==> src/rtl/assert_macros.svh <==
// assertion helpers used by line_sensor_centroid.sv
`ifndef ASSERT_MACROS_SVH
`define ASSERT_MACROS_SVH

`ifndef SYNTHESIS

`define LSC_ASSERT_NOW(label, ante, cons, msg) \
    label: assert property (@(posedge clk) disable iff (!rst_n) (ante) |-> (cons)) \
        else $error(msg);

`define LSC_ASSERT_NEXT(label, ante, cons, msg) \
    label: assert property (@(posedge clk) disable iff (!rst_n) (ante) |=> (cons)) \
        else $error(msg);

`else

`define LSC_ASSERT_NOW(label, ante, cons, msg)

`define LSC_ASSERT_NEXT(label, ante, cons, msg)

`endif

`endif

==> src/rtl/lsc_pkg.sv <==
`timescale 1ns / 1ps
`default_nettype none

package lsc_pkg;

    localparam int SENSOR_COUNT = 8;
    localparam int NSENS = (SENSOR_COUNT < 4) ? 4 : ((SENSOR_COUNT > 8) ? 8 : SENSOR_COUNT);
    localparam int MAX_SENS = 8;
    localparam int SAMPLE_W = 12;
    localparam int ERR_W = 10;
    localparam int WEIGHT_STEP = 50;

    function automatic int weight_of(input int idx);
        return (idx * 2 - (NSENS - 1)) * WEIGHT_STEP;
    endfunction

    function automatic int max_abs_sum();
        int acc;
        acc = 0;
        for (int i = 0; i < NSENS; i++)
        begin
            if (weight_of(i) > 0)
            begin
                acc += weight_of(i);
            end
        end
        return acc;
    endfunction

    localparam int MAG_W = $clog2(max_abs_sum() + 1);
    localparam int SUM_W = MAG_W + 1;
    localparam int CNT_W = $clog2(NSENS + 1);

    function automatic logic signed [SUM_W-1:0] lane_weight(input int idx);
        return SUM_W'(weight_of(idx));
    endfunction

    typedef struct packed {
        logic [SAMPLE_W-1:0] sample_0;
        logic [SAMPLE_W-1:0] sample_1;
        logic [SAMPLE_W-1:0] sample_2;
        logic [SAMPLE_W-1:0] sample_3;
        logic [SAMPLE_W-1:0] sample_4;
        logic [SAMPLE_W-1:0] sample_5;
        logic [SAMPLE_W-1:0] sample_6;
        logic [SAMPLE_W-1:0] sample_7;
    } in_t;

    typedef struct packed {
        logic signed [ERR_W-1:0] line_error;
        logic [MAX_SENS-1:0]     black_mask;
        logic                    all_black;
        logic                    all_white;
        logic                    approach_marker;
        logic                    error_held;
    } out_t;

    typedef struct packed {
        logic signed [SUM_W-1:0] sum;
        logic [CNT_W-1:0]        black_count;
        logic [MAX_SENS-1:0]     mask;
        logic                    all_black;
        logic                    all_white;
        logic                    approach;
    } merge_t;

endpackage

`default_nettype wire

==> src/rtl/line_sensor_centroid.sv <==
// Line sensor centroid. Takes one scan of eight 12-bit reflectance samples per
// transfer and returns one result: the weighted centroid of the sensors at or
// above black_threshold (weights (2i-7)*50, truncated toward zero), the black
// mask and the all-black, all-white and approach-marker flags. With no black
// sensor the last non-zero error is repeated and error_held is set. The parallel
// lanes compare all sensors as the scan is taken. After the input transfer the
// lanes are merged, the radix-2 divider divides by the black count (ten quotient
// bits, then its done flag) and the result is loaded into the output register.
// The next scan is taken the cycle after the result is loaded, even while that
// result still waits on out_ready, so no new scan is taken while one is in
// progress; a stalled output delays the load and so the next scan.
// black_threshold resets to 2048 and is written through cfg_wr_en/cfg_wr_data.
`timescale 1ns / 1ps
`default_nettype none
`include "assert_macros.svh"

module line_sensor_centroid
    import lsc_pkg::*;
(
    input  wire logic                clk,
    input  wire logic                rst_n,
    input  wire logic                in_valid,
    output logic                     in_ready,
    input  wire in_t                 in_data,
    output logic                     out_valid,
    input  wire logic                out_ready,
    output out_t                     out_data,
    input  wire logic                cfg_wr_en,
    input  wire logic [SAMPLE_W-1:0] cfg_wr_data
);

    typedef enum logic [3:0] {
        S_IDLE  = 4'b0001,
        S_MERGE = 4'b0010,
        S_DIV   = 4'b0100,
        S_OUT   = 4'b1000
    } state_t;

    state_t                  state_reg, state_next;
    logic [SAMPLE_W-1:0]     thr_reg;
    logic signed [ERR_W-1:0] held_reg, held_next;
    logic [NSENS-1:0]        black_reg;
    logic signed [SUM_W-1:0] contrib_reg [NSENS];
    out_t                    out_data_reg, out_data_next;
    logic                    out_valid_reg, out_valid_next;

    logic [SAMPLE_W-1:0]     samples [MAX_SENS];
    logic [NSENS-1:0]        lane_black;
    logic signed [SUM_W-1:0] lane_contrib [NSENS];
    merge_t                  merged;
    logic                    in_xfer;
    logic                    out_load;
    logic                    div_start;
    logic                    div_busy;
    logic                    div_done;
    logic [MAG_W-1:0]        div_quo;
    logic [SUM_W-1:0]        sum_mag;
    logic signed [ERR_W-1:0] quo_err;
    logic signed [ERR_W-1:0] err_val;

    assign samples[0] = in_data.sample_0;
    assign samples[1] = in_data.sample_1;
    assign samples[2] = in_data.sample_2;
    assign samples[3] = in_data.sample_3;
    assign samples[4] = in_data.sample_4;
    assign samples[5] = in_data.sample_5;
    assign samples[6] = in_data.sample_6;
    assign samples[7] = in_data.sample_7;

    for (genvar g = 0; g < NSENS; g++)
    begin : g_lane
        lsc_lane u_lane (
            .sample    (samples[g]),
            .threshold (thr_reg),
            .weight    (lane_weight(g)),
            .black     (lane_black[g]),
            .contrib   (lane_contrib[g])
        );
    end

    lsc_merge u_merge (
        .black   (black_reg),
        .contrib (contrib_reg),
        .merged  (merged)
    );

    assign sum_mag   = merged.sum[SUM_W-1] ? SUM_W'(-merged.sum) : merged.sum;
    assign div_start = (state_reg == S_MERGE);

    lsc_div u_div (
        .clk      (clk),
        .rst_n    (rst_n),
        .start    (div_start),
        .dividend (sum_mag[MAG_W-1:0]),
        .divisor  (merged.black_count),
        .busy     (div_busy),
        .done     (div_done),
        .quotient (div_quo)
    );

    assign in_ready = (state_reg == S_IDLE);
    assign in_xfer  = in_valid & in_ready;
    assign out_load = (state_reg == S_OUT) & (~out_valid_reg | out_ready);

    always_comb
    begin
        quo_err = ERR_W'(div_quo);
        if (merged.sum[SUM_W-1])
        begin
            quo_err = -quo_err;
        end
        err_val = merged.all_white ? held_reg : quo_err;
    end

    always_comb
    begin
        state_next = state_reg;
        unique case (state_reg)
            S_IDLE:
            begin
                if (in_xfer)
                begin
                    state_next = S_MERGE;
                end
            end
            S_MERGE:
            begin
                state_next = S_DIV;
            end
            S_DIV:
            begin
                if (div_done)
                begin
                    state_next = S_OUT;
                end
            end
            S_OUT:
            begin
                if (out_load)
                begin
                    state_next = S_IDLE;
                end
            end
            default:
            begin
                state_next = S_IDLE;
            end
        endcase
    end

    always_comb
    begin
        held_next      = held_reg;
        out_data_next  = out_data_reg;
        out_valid_next = out_valid_reg & ~out_ready;
        if (out_load)
        begin
            out_valid_next                = 1'b1;
            out_data_next.line_error      = err_val;
            out_data_next.black_mask      = merged.mask;
            out_data_next.all_black       = merged.all_black;
            out_data_next.all_white       = merged.all_white;
            out_data_next.approach_marker = merged.approach;
            out_data_next.error_held      = merged.all_white;
            // a zero centroid leaves the held error alone
            if (!merged.all_white && (quo_err != '0))
            begin
                held_next = quo_err;
            end
        end
    end

    always_ff @(posedge clk or negedge rst_n)
    begin
        if (!rst_n)
        begin
            state_reg     <= S_IDLE;
            thr_reg       <= SAMPLE_W'(2048);
            held_reg      <= '0;
            out_valid_reg <= 1'b0;
        end
        else
        begin
            state_reg     <= state_next;
            held_reg      <= held_next;
            out_valid_reg <= out_valid_next;
            if (cfg_wr_en)
            begin
                thr_reg <= cfg_wr_data;
            end
        end
    end

    always_ff @(posedge clk)
    begin
        out_data_reg <= out_data_next;
        if (in_xfer)
        begin
            black_reg <= lane_black;
            for (int i = 0; i < NSENS; i++)
            begin
                contrib_reg[i] <= lane_contrib[i];
            end
        end
    end

    assign out_valid = out_valid_reg;
    assign out_data  = out_data_reg;

    `LSC_ASSERT_NOW(a_idle_div_free, state_reg == S_IDLE, !div_busy, "divider busy while idle")
    `LSC_ASSERT_NOW(a_done_in_div, div_done, state_reg == S_DIV, "divider done outside divide")
    `LSC_ASSERT_NEXT(a_xfer_merge, in_xfer, state_reg == S_MERGE, "transfer did not start merge")
    `LSC_ASSERT_NEXT(a_held_nonzero, held_reg != '0, held_reg != '0, "held error overwritten by zero")

endmodule

`default_nettype wire

==> src/rtl/lsc_lane.sv <==
`timescale 1ns / 1ps
`default_nettype none

module lsc_lane
    import lsc_pkg::*;
(
    input  wire logic [SAMPLE_W-1:0]    sample,
    input  wire logic [SAMPLE_W-1:0]    threshold,
    input  wire logic signed [SUM_W-1:0] weight,
    output logic                        black,
    output logic signed [SUM_W-1:0]     contrib
);

    always_comb
    begin
        black   = (sample >= threshold);
        contrib = black ? weight : '0;
    end

endmodule

`default_nettype wire

==> src/rtl/lsc_merge.sv <==
`timescale 1ns / 1ps
`default_nettype none

module lsc_merge
    import lsc_pkg::*;
(
    input  wire logic [NSENS-1:0]        black,
    input  wire logic signed [SUM_W-1:0] contrib [NSENS],
    output merge_t                       merged
);

    logic signed [SUM_W-1:0] sum;
    logic [CNT_W-1:0]        cnt;
    logic [MAX_SENS-1:0]     mask;
    logic                    centre;
    logic                    outer_white;

    always_comb
    begin
        sum  = '0;
        cnt  = '0;
        mask = '0;
        for (int i = 0; i < NSENS; i++)
        begin
            sum     = sum + contrib[i];
            cnt     = cnt + CNT_W'(black[i]);
            mask[i] = black[i];
        end
        centre      = black[NSENS/2 - 1] | black[NSENS/2];
        outer_white = ~black[0] & ~black[1] & ~black[NSENS-1] & ~black[NSENS-2];

        merged.sum         = sum;
        merged.black_count = cnt;
        merged.mask        = mask;
        merged.all_black   = (cnt == CNT_W'(NSENS));
        merged.all_white   = (cnt == '0);
        merged.approach    = centre & outer_white;
    end

endmodule

`default_nettype wire

==> src/rtl/lsc_div.sv <==
`timescale 1ns / 1ps
`default_nettype none

module lsc_div
    import lsc_pkg::*;
(
    input  wire logic             clk,
    input  wire logic             rst_n,
    input  wire logic             start,
    input  wire logic [MAG_W-1:0] dividend,
    input  wire logic [CNT_W-1:0] divisor,
    output logic                  busy,
    output logic                  done,
    output logic [MAG_W-1:0]      quotient
);

    localparam int STEP_W = $clog2(MAG_W + 1);

    logic [MAG_W-1:0]  quo_reg,  quo_next;
    logic [CNT_W-1:0]  rem_reg,  rem_next;
    logic [CNT_W-1:0]  dvs_reg,  dvs_next;
    logic [STEP_W-1:0] step_reg, step_next;
    logic              busy_reg, busy_next;
    logic              done_reg, done_next;
    logic [CNT_W:0]    trial;
    logic              fits;

    always_comb
    begin
        trial     = {rem_reg, quo_reg[MAG_W-1]};
        fits      = (trial >= {1'b0, dvs_reg});
        quo_next  = quo_reg;
        rem_next  = rem_reg;
        dvs_next  = dvs_reg;
        step_next = step_reg;
        busy_next = busy_reg;
        done_next = 1'b0;
        if (start)
        begin
            quo_next  = dividend;
            rem_next  = '0;
            dvs_next  = divisor;
            step_next = STEP_W'(MAG_W - 1);
            busy_next = 1'b1;
        end
        else if (busy_reg)
        begin
            // restoring step, one quotient bit per cycle
            quo_next = {quo_reg[MAG_W-2:0], fits};
            rem_next = fits ? CNT_W'(trial - {1'b0, dvs_reg}) : CNT_W'(trial);
            if (step_reg == '0)
            begin
                busy_next = 1'b0;
                done_next = 1'b1;
            end
            else
            begin
                step_next = step_reg - 1'b1;
            end
        end
    end

    always_ff @(posedge clk or negedge rst_n)
    begin
        if (!rst_n)
        begin
            busy_reg <= 1'b0;
            done_reg <= 1'b0;
        end
        else
        begin
            busy_reg <= busy_next;
            done_reg <= done_next;
        end
    end

    always_ff @(posedge clk)
    begin
        quo_reg  <= quo_next;
        rem_reg  <= rem_next;
        dvs_reg  <= dvs_next;
        step_reg <= step_next;
    end

    assign busy     = busy_reg;
    assign done     = done_reg;
    assign quotient = quo_reg;

endmodule

`default_nettype wire
==> config.mk <==
export PLATFORM = sky130hd
export DESIGN_NAME = line_sensor_centroid
export DESIGN_NICKNAME = d
export VERILOG_FILES = /design/src/rtl/lsc_pkg.sv /design/src/rtl/line_sensor_centroid.sv /design/src/rtl/lsc_lane.sv /design/src/rtl/lsc_merge.sv /design/src/rtl/lsc_div.sv
export VERILOG_INCLUDE_DIRS = /design/src /design/src/rtl
export SDC_FILE = /design/constraint.sdc
export NUM_CORES = 1
export LEC_CHECK = 0
export BUFFER_PORTS_ARGS = -buffer_cell sky130_fd_sc_hd__buf_2
export CAP_MARGIN = 20
export CORE_MARGIN = 8
export CORE_UTILIZATION = 39
export CTS_BUF_LIST = sky130_fd_sc_hd__clkbuf_16
export DETAILED_ROUTE_END_ITERATION = 10
export PLACE_DENSITY = 0.68
export SLEW_MARGIN = 5
export SYNTH_ARGS = -nofsm -noshare
export SYNTH_HDL_FRONTEND = slang
export SYNTH_SLANG_ARGS = --single-unit
==> constraint.sdc <==
create_clock -name clk -period 4.1 [get_ports clk]
set_input_delay 0.82 -clock clk [delete_from_list [all_inputs] [get_ports clk]]
set_output_delay 0.82 -clock clk [all_outputs]
set_load 0.03 [all_outputs]
Word-level counts from Yosys, hierarchy flattened. Index checks and enable logic that the tools add are counted.

Multiplexer cells: 25. Eq/ne operators: 8. Bitwise logic cells: 16. Reduce and logical (&&, ||, !) cells: 9. $add $sub $neg: 18. Order comparisons: 9.

Operator list (number): $ge A12 B12 Y1 (8); $add A11 B11 Y11 (7); $mux W10 (5); $mux W11 (4); $add A4 B1 Y4 (6); $neg A10 Y10 (2); $mux W4 (4); $mux W8 (2); $pmux W4 S4 (1); $reduce_bool A10 Y1 (1); $mux W9 (1); $eq A4 B4 Y1 const B (2); $logic_not A4 Y1 (2); $and A1 B1 Y1 (7); $mux W1 (7); $not A1 Y1 (7); $mux W6 (1); $ge A5 B4 Y1 (1); $eq A4 B1 Y1 const B (1); $eq A4 B2 Y1 const B (1); $eq A4 B3 Y1 const B (1); $ne A2 B1 Y1 const B (2); $reduce_and A2 Y1 (2); $sub A4 B1 Y4 const B (1); 8 further kinds (9).

Input port bits: 113. Logic and storage cells: 109. Register bits: 168.

Depth between registers and ports, before layout.
Word-level depth: 11. Depth in mapped cells: 19. Gate-level depth less buffers: 17.

Modules after synthesis. Synthesis repeated with hierarchy kept, for this count alone.

Cells, all modules: 1102. Area, all modules: 12215.5 µm².

Modules (own cells, without submodules): line_sensor_centroid (instances 1, area an instance 5342.6 µm², sequential area each 4191.5 µm², cells each 305); lsc_lane at g_lane[0].u_lane ... (instances 7, area an instance 424.2 µm², sequential area each 0.0 µm², cells each 53); lsc_merge (instances 1, area an instance 2316.0 µm², sequential area each 0.0 µm², cells each 267); lsc_div (instances 1, area an instance 1158.6 µm², sequential area each 630.6 µm², cells each 93); lsc_lane at g_lane[2].u_lane (instances 1, area an instance 429.2 µm², sequential area each 0.0 µm², cells each 66).

Least setup slack after synthesis. No wires, ideal clock.

Path type: register to register. From: register black_reg[3]. To: register held_reg[0]. Cell stages (with the launch flop): 18. Path buffers: 2. Path slack: -423 ps. Required time: 3975 ps. Setup time: 125 ps. Arrival: 4398 ps. Path through: edfxtp_1 > inv_1 > fa_1 > inv_1 > fa_1 > ha_1 > ha_1 > and4_1 > o2bb2ai_1 > a31oi_1 > a21o_1 > and2_1 > clkbuf_1 > a31oi_1 > nor4_2 > a31o_1 > buf_6 > mux2_4.

Word-level cells in the longest chain between the ends: 9.

Ends and longest elaborated chain: from (decl) (line line_sensor_centroid.sv:42) `logic [NSENS-1:0] black_reg;`; from (signal assigned) (line line_sensor_centroid.sv:199) `black_reg <= lane_black;`; $add A4 B1 Y4 (5 in series) (line lsc_merge.sv:26) `cnt = cnt + CNT_W'(black[i]);`; $logic_not A4 Y1 (line lsc_merge.sv:36) `merged.all_white = (cnt == '0);`; $logic_not A1 Y1 (line line_sensor_centroid.sv:166) `if (!merged.all_white && (quo_err != '0))`; $logic_and A1 B1 Y1 (line line_sensor_centroid.sv:166); $reduce_and A2 Y1 (no line); to (signal assigned) (line line_sensor_centroid.sv:185) `held_reg <= held_next;`; to (decl) (line line_sensor_centroid.sv:41) `logic signed [ERR_W-1:0] held_reg, held_next;`.

No other way between the ends. A chain may end at the register's enable or synchronous reset.

Worst setup path after layout.
From: register black_reg[2]. To: register held_reg[9].

Word-level cells in the longest chain between the ends: 10.

Ends and longest elaborated chain (line): $add A4 B1 Y4 (6 in series) (lsc_merge.sv:26); $logic_not A4 Y1 (lsc_merge.sv:36); $logic_not A1 Y1 (line_sensor_centroid.sv:166); $logic_and A1 B1 Y1 (line_sensor_centroid.sv:166); $reduce_and A2 Y1 (no line).

No other way between the ends.

==> metrics list <==
* Setup TNS Final: -895 ps
* Combinational family with the most area after synthesis: adder cells
- For the worst setup path, the data arrival time is around 4500 ps.
* Headroom to the max-slew limit: 45.0%
- Routed vias/inst: approximately 4.9
- At the placement stage, the worst setup path has a slack of -202 ps.
* Vertical extent of the die: 148 um
* Post-synth EDFFs: 43
* Initial DRT Pass Iterations: 4
- Of the cells placed in the final design, the portion with a size suffix greater than 1 is 33.4%.
- The final route contains approximately 5,500 vias.
- Setup violations remaining at the end of the flow were counted as 9.
- Of the available clock period, the critical path in the final layout requires 103%.
* Num ports: approximately 140
- Skew-Pair Late Insertion Delay: around 340 ps
* Total number of placement rows: 48
* Register area: ~0.0022 mm2
* Core Footprint: 0.0171 mm2
- The final layout contains routed wiring with a total length of 16,500 um.
- Among all stages on the critical path, the largest delay is contributed by sky130_fd_sc_hd__fa_1.
- Most common cell after layout, fill and taps aside: sky130_fd_sc_hd__buf_2
- Number of DRC violations after detailed routing: 0
- In the post-route analysis, the smallest setup slack over all paths is -124 ps.
- CTS root buffer: sky130_fd_sc_hd__clkbuf_16
* GR Layer Usage met3: ~4.6%
- The synthesized design contains 80 register bits.
- Number of distinct library cells after synthesis: 59
- The register with the most flip-flops in the layout has 21 of them.
- The top cell types in the final layout, fill and taps aside, are 136 x sky130_fd_sc_hd__buf_2, 118 x sky130_fd_sc_hd__ha_1, 66 x sky130_fd_sc_hd__buf_4.
* Number of nets produced by synthesis: 929
- Slowest Stage Delay on Critical Path: around 540 ps
- In the final layout, the multi-input gates occupy about 0.0045 mm2.
- Number of nets still failing antenna checks after routing: 0
- TritonCTS created 9 clock buffers.
- Drt first-iter violations: 221
- The first global-routing pass estimated between 20,000 and 30,000 um of wire.
- After synthesis, the share of cell area in mux cells is about 3.2%.
- Post-synth design cell area: 0.00675 mm2
* Number of port buffers: approximately 140
- Summed over all nets, the half-perimeter wirelength after detailed placement is about 13,000 um.
- The flow ran to the end, but the final reports show violations.
* Number of antenna violations at the first check in global routing: 6
- By startpoint and endpoint, the worst setup path is classified as reg2reg.
* Fin cells: 1,109
- Simple-Gate Fraction of Synth Area: between 10% and 20%
* Total congestion overflow: 0
* Final Net Count: 1,134
* Die footprint: roughly 0.022 mm2
* Most common flop cell mapped by yosys: sky130_fd_sc_hd__edfxtp_1
- CTS saw 80 sinks.
* CP startpoint kind: flop
- Upper clock frequency limit: around 240 MHz
- Vias in the first global route: around 5,700
- Min Tclk post-route: roughly 4200 ps
- Global routing used 17.3% of the available met1 tracks.
* Crit path cell chain: inv_2 -> fa_1 -> inv_1 -> fa_1 -> ha_4 -> ha_4 -> and4_4 -> o2bb2ai_2 -> a31oi_2 -> a21o_1 -> buf_6 -> a311oi_2 -> a31oi_1 -> nor4_2 -> a31o_1 -> buf_12 -> mux2_4
- The H-tree generated during clock tree synthesis spans 3 levels.
- Unrepaired setup endpoints after global routing: true
- Relative to the synthesized area, the layout overhead comes to 29.6%.
- At the worst endpoint, the required time is roughly 4300 ps.
- Worst-Margin Slew: just over 800 ps
* Endpoint class of the critical path: flop
* Setup Skew: 7.42 ps
* Post-cts hold buffer count: 0
- Worst-path maximum fanout: 8
* Synthesized-area fraction occupied by ao, oa, aoi and oai cells: roughly 14%
- Largest net degree at the start of global routing: 30
* Number of warnings issued by yosys: 0
- The number of placed instances, taps included, is roughly 1,100.
* Adder-cell share of the synthesized area: between 20 and 30%
- The die is 148 um wide.
* Filler Cells Inserted: ~1,600
- Global-route track usage on met2: roughly 27%
- The final reports fail on setup timing.
- The clock passes through at most 2 buffers.
- The number of failing hold endpoints at the final stage came to 0.
- Asr flop ratio synth: 36.3%
- Sequential share of the synthesized area: about a third
- The initial utilization of the core area, before any placement, comes to slightly below 40%.
* Max-cap violations: 0
* Clock transition at the register clock pins on the worst setup and hold paths after CTS: about 60 ps
* CTS tree: yes
* Count of final max-slew check failures: 0
- In the global route stage, overall resource usage came out at around 15%.
* GP Congestion: a little over 0.8
* Synthesized area divided by synthesized cell count: slightly above 10 um2
- Synthesis produced 667 cells.
- The min-delay analysis places its worst path in the category reg2reg.
* Gr busiest metal: met2
- Xor and xnor area share after synthesis: between 4 and 5%
- Final routed wire length divided by cell count: 14.9 um
==> cell families (layout without fill, tap and decap cells) <==
| group | after synthesis | after routing |
|---|---|---|
| and+or+nand+nor | 148 | 148 |
| adders and majority gates | 149 | 149 |
| AOI/OAI and AO/OA | 160 | 160 |
| muxes | 17 | 17 |
| xor gates and xnor gates | 37 | 37 |
| buffers and inverters | 76 | 286 |
| other | 0 | 7 |
| DFF | 80 | 80 |
==> Yosys cell counts, types with 2 or more instances <==
cell type	n	area [um2]
sky130_fd_sc_hd__ha_1	129	1610
sky130_fd_sc_hd__inv_1	63	236
sky130_fd_sc_hd__a21oi_1	56	280
sky130_fd_sc_hd__nand2_1	48	180
sky130_fd_sc_hd__edfxtp_1	43	1290
sky130_fd_sc_hd__o21ai_0	40	200
sky130_fd_sc_hd__a21o_1	29	218
sky130_fd_sc_hd__dfrtp_1	27	676
sky130_fd_sc_hd__nor2_1	26	97.6
sky130_fd_sc_hd__fa_1	20	400
sky130_fd_sc_hd__xnor2_1	20	175
sky130_fd_sc_hd__xor2_1	17	149
sky130_fd_sc_hd__nand2b_1	13	81.3
sky130_fd_sc_hd__nor3_1	13	65.1
sky130_fd_sc_hd__a31oi_1	10	62.6
sky130_fd_sc_hd__clkbuf_1	10	37.5
sky130_fd_sc_hd__nor2b_1	9	56.3
sky130_fd_sc_hd__or2_2	9	56.3
sky130_fd_sc_hd__dfxtp_1	8	160
sky130_fd_sc_hd__mux2_2	7	78.8
sky130_fd_sc_hd__mux2_4	7	105
sky130_fd_sc_hd__and2_1	4	25.0
sky130_fd_sc_hd__mux2i_1	3	30.0
sky130_fd_sc_hd__nand3_1	3	15.0
sky130_fd_sc_hd__o211ai_1	3	22.5
sky130_fd_sc_hd__o21ai_1	3	15.0
sky130_fd_sc_hd__o31ai_1	3	22.5
sky130_fd_sc_hd__or3_1	3	18.8
sky130_fd_sc_hd__or4_1	3	22.5
sky130_fd_sc_hd__a211o_1	2	17.5
sky130_fd_sc_hd__a211oi_1	2	15.0
sky130_fd_sc_hd__dfstp_2	2	52.6
sky130_fd_sc_hd__nand3_2	2	20.0
sky130_fd_sc_hd__nand3b_1	2	15.0
sky130_fd_sc_hd__nor4_1	2	12.5
sky130_fd_sc_hd__o21bai_1	2	15.0
sky130_fd_sc_hd__o22ai_1	2	12.5
==> per-layer routing <==
metal / part of all wire, % / vias up
met3: 5.9 / 25
met4: 2.1 / 0
li1: - / 2798
met5: 0 / -
met1: 43 / 2512
met2: 49 / 118
==> worst max-delay path: cells and delay by family, from the launching register on <==
kind / cells / cell delay, ps
adders and majority gates: 4 / 1550
AOI/OAI and AO/OA: 6 / 930
DFF: 1 / 450
buffers and inverters: 4 / 440
and+or+nand+nor: 2 / 430
muxes: 1 / 300
==> worst paths after layout <==
check	cells after the start	end	startpoint	slack, ps
min	2	u_div.rem_reg[3]	u_div.rem_reg[3]	480
max	17	held_reg[9]	black_reg[2]	-120
min in group asynchronous	1	u_div.busy	rst_n	530
max reg2reg	17	held_reg[9]	black_reg[2]	-120
max in group asynchronous	1	thr_reg[9]	rst_n	3120
min reg2reg	2	u_div.rem_reg[3]	u_div.rem_reg[3]	480
==> metrics by stage <==
stage	utilization, %	hold slack, ps	instance area, um2
floorplan	-	447	6850
global placement	47.8	460	8180
detailed placement	47.8	469	8180
CTS	50.5	477	8640
global route	51.1	525	8750
finish	51.1	475	8750
==> repair_timing <==
item / 4_1_cts / 5_1_grt
pin swaps: 17 / 3
resized for setup: 19 / 14
buffers inserted: 12 / 3
endpoints found under the setup margin: 11 / 25
==> area by class of cell <==
type	instances	area share, %
Multi-Input combinational cell	511	51.5
Sequential cell	80	24.9
Timing Repair Buffer	206	14.1
Tap cell	225	3.22
Clock buffer	11	3.15
Inverter	64	2.75
Clock inverter	5	0.257
Antenna cell	7	0.200
Power is left out: the tool's default activity adds up to more than one toggle a clock period on the data nets, which glitch-free logic cannot reach.
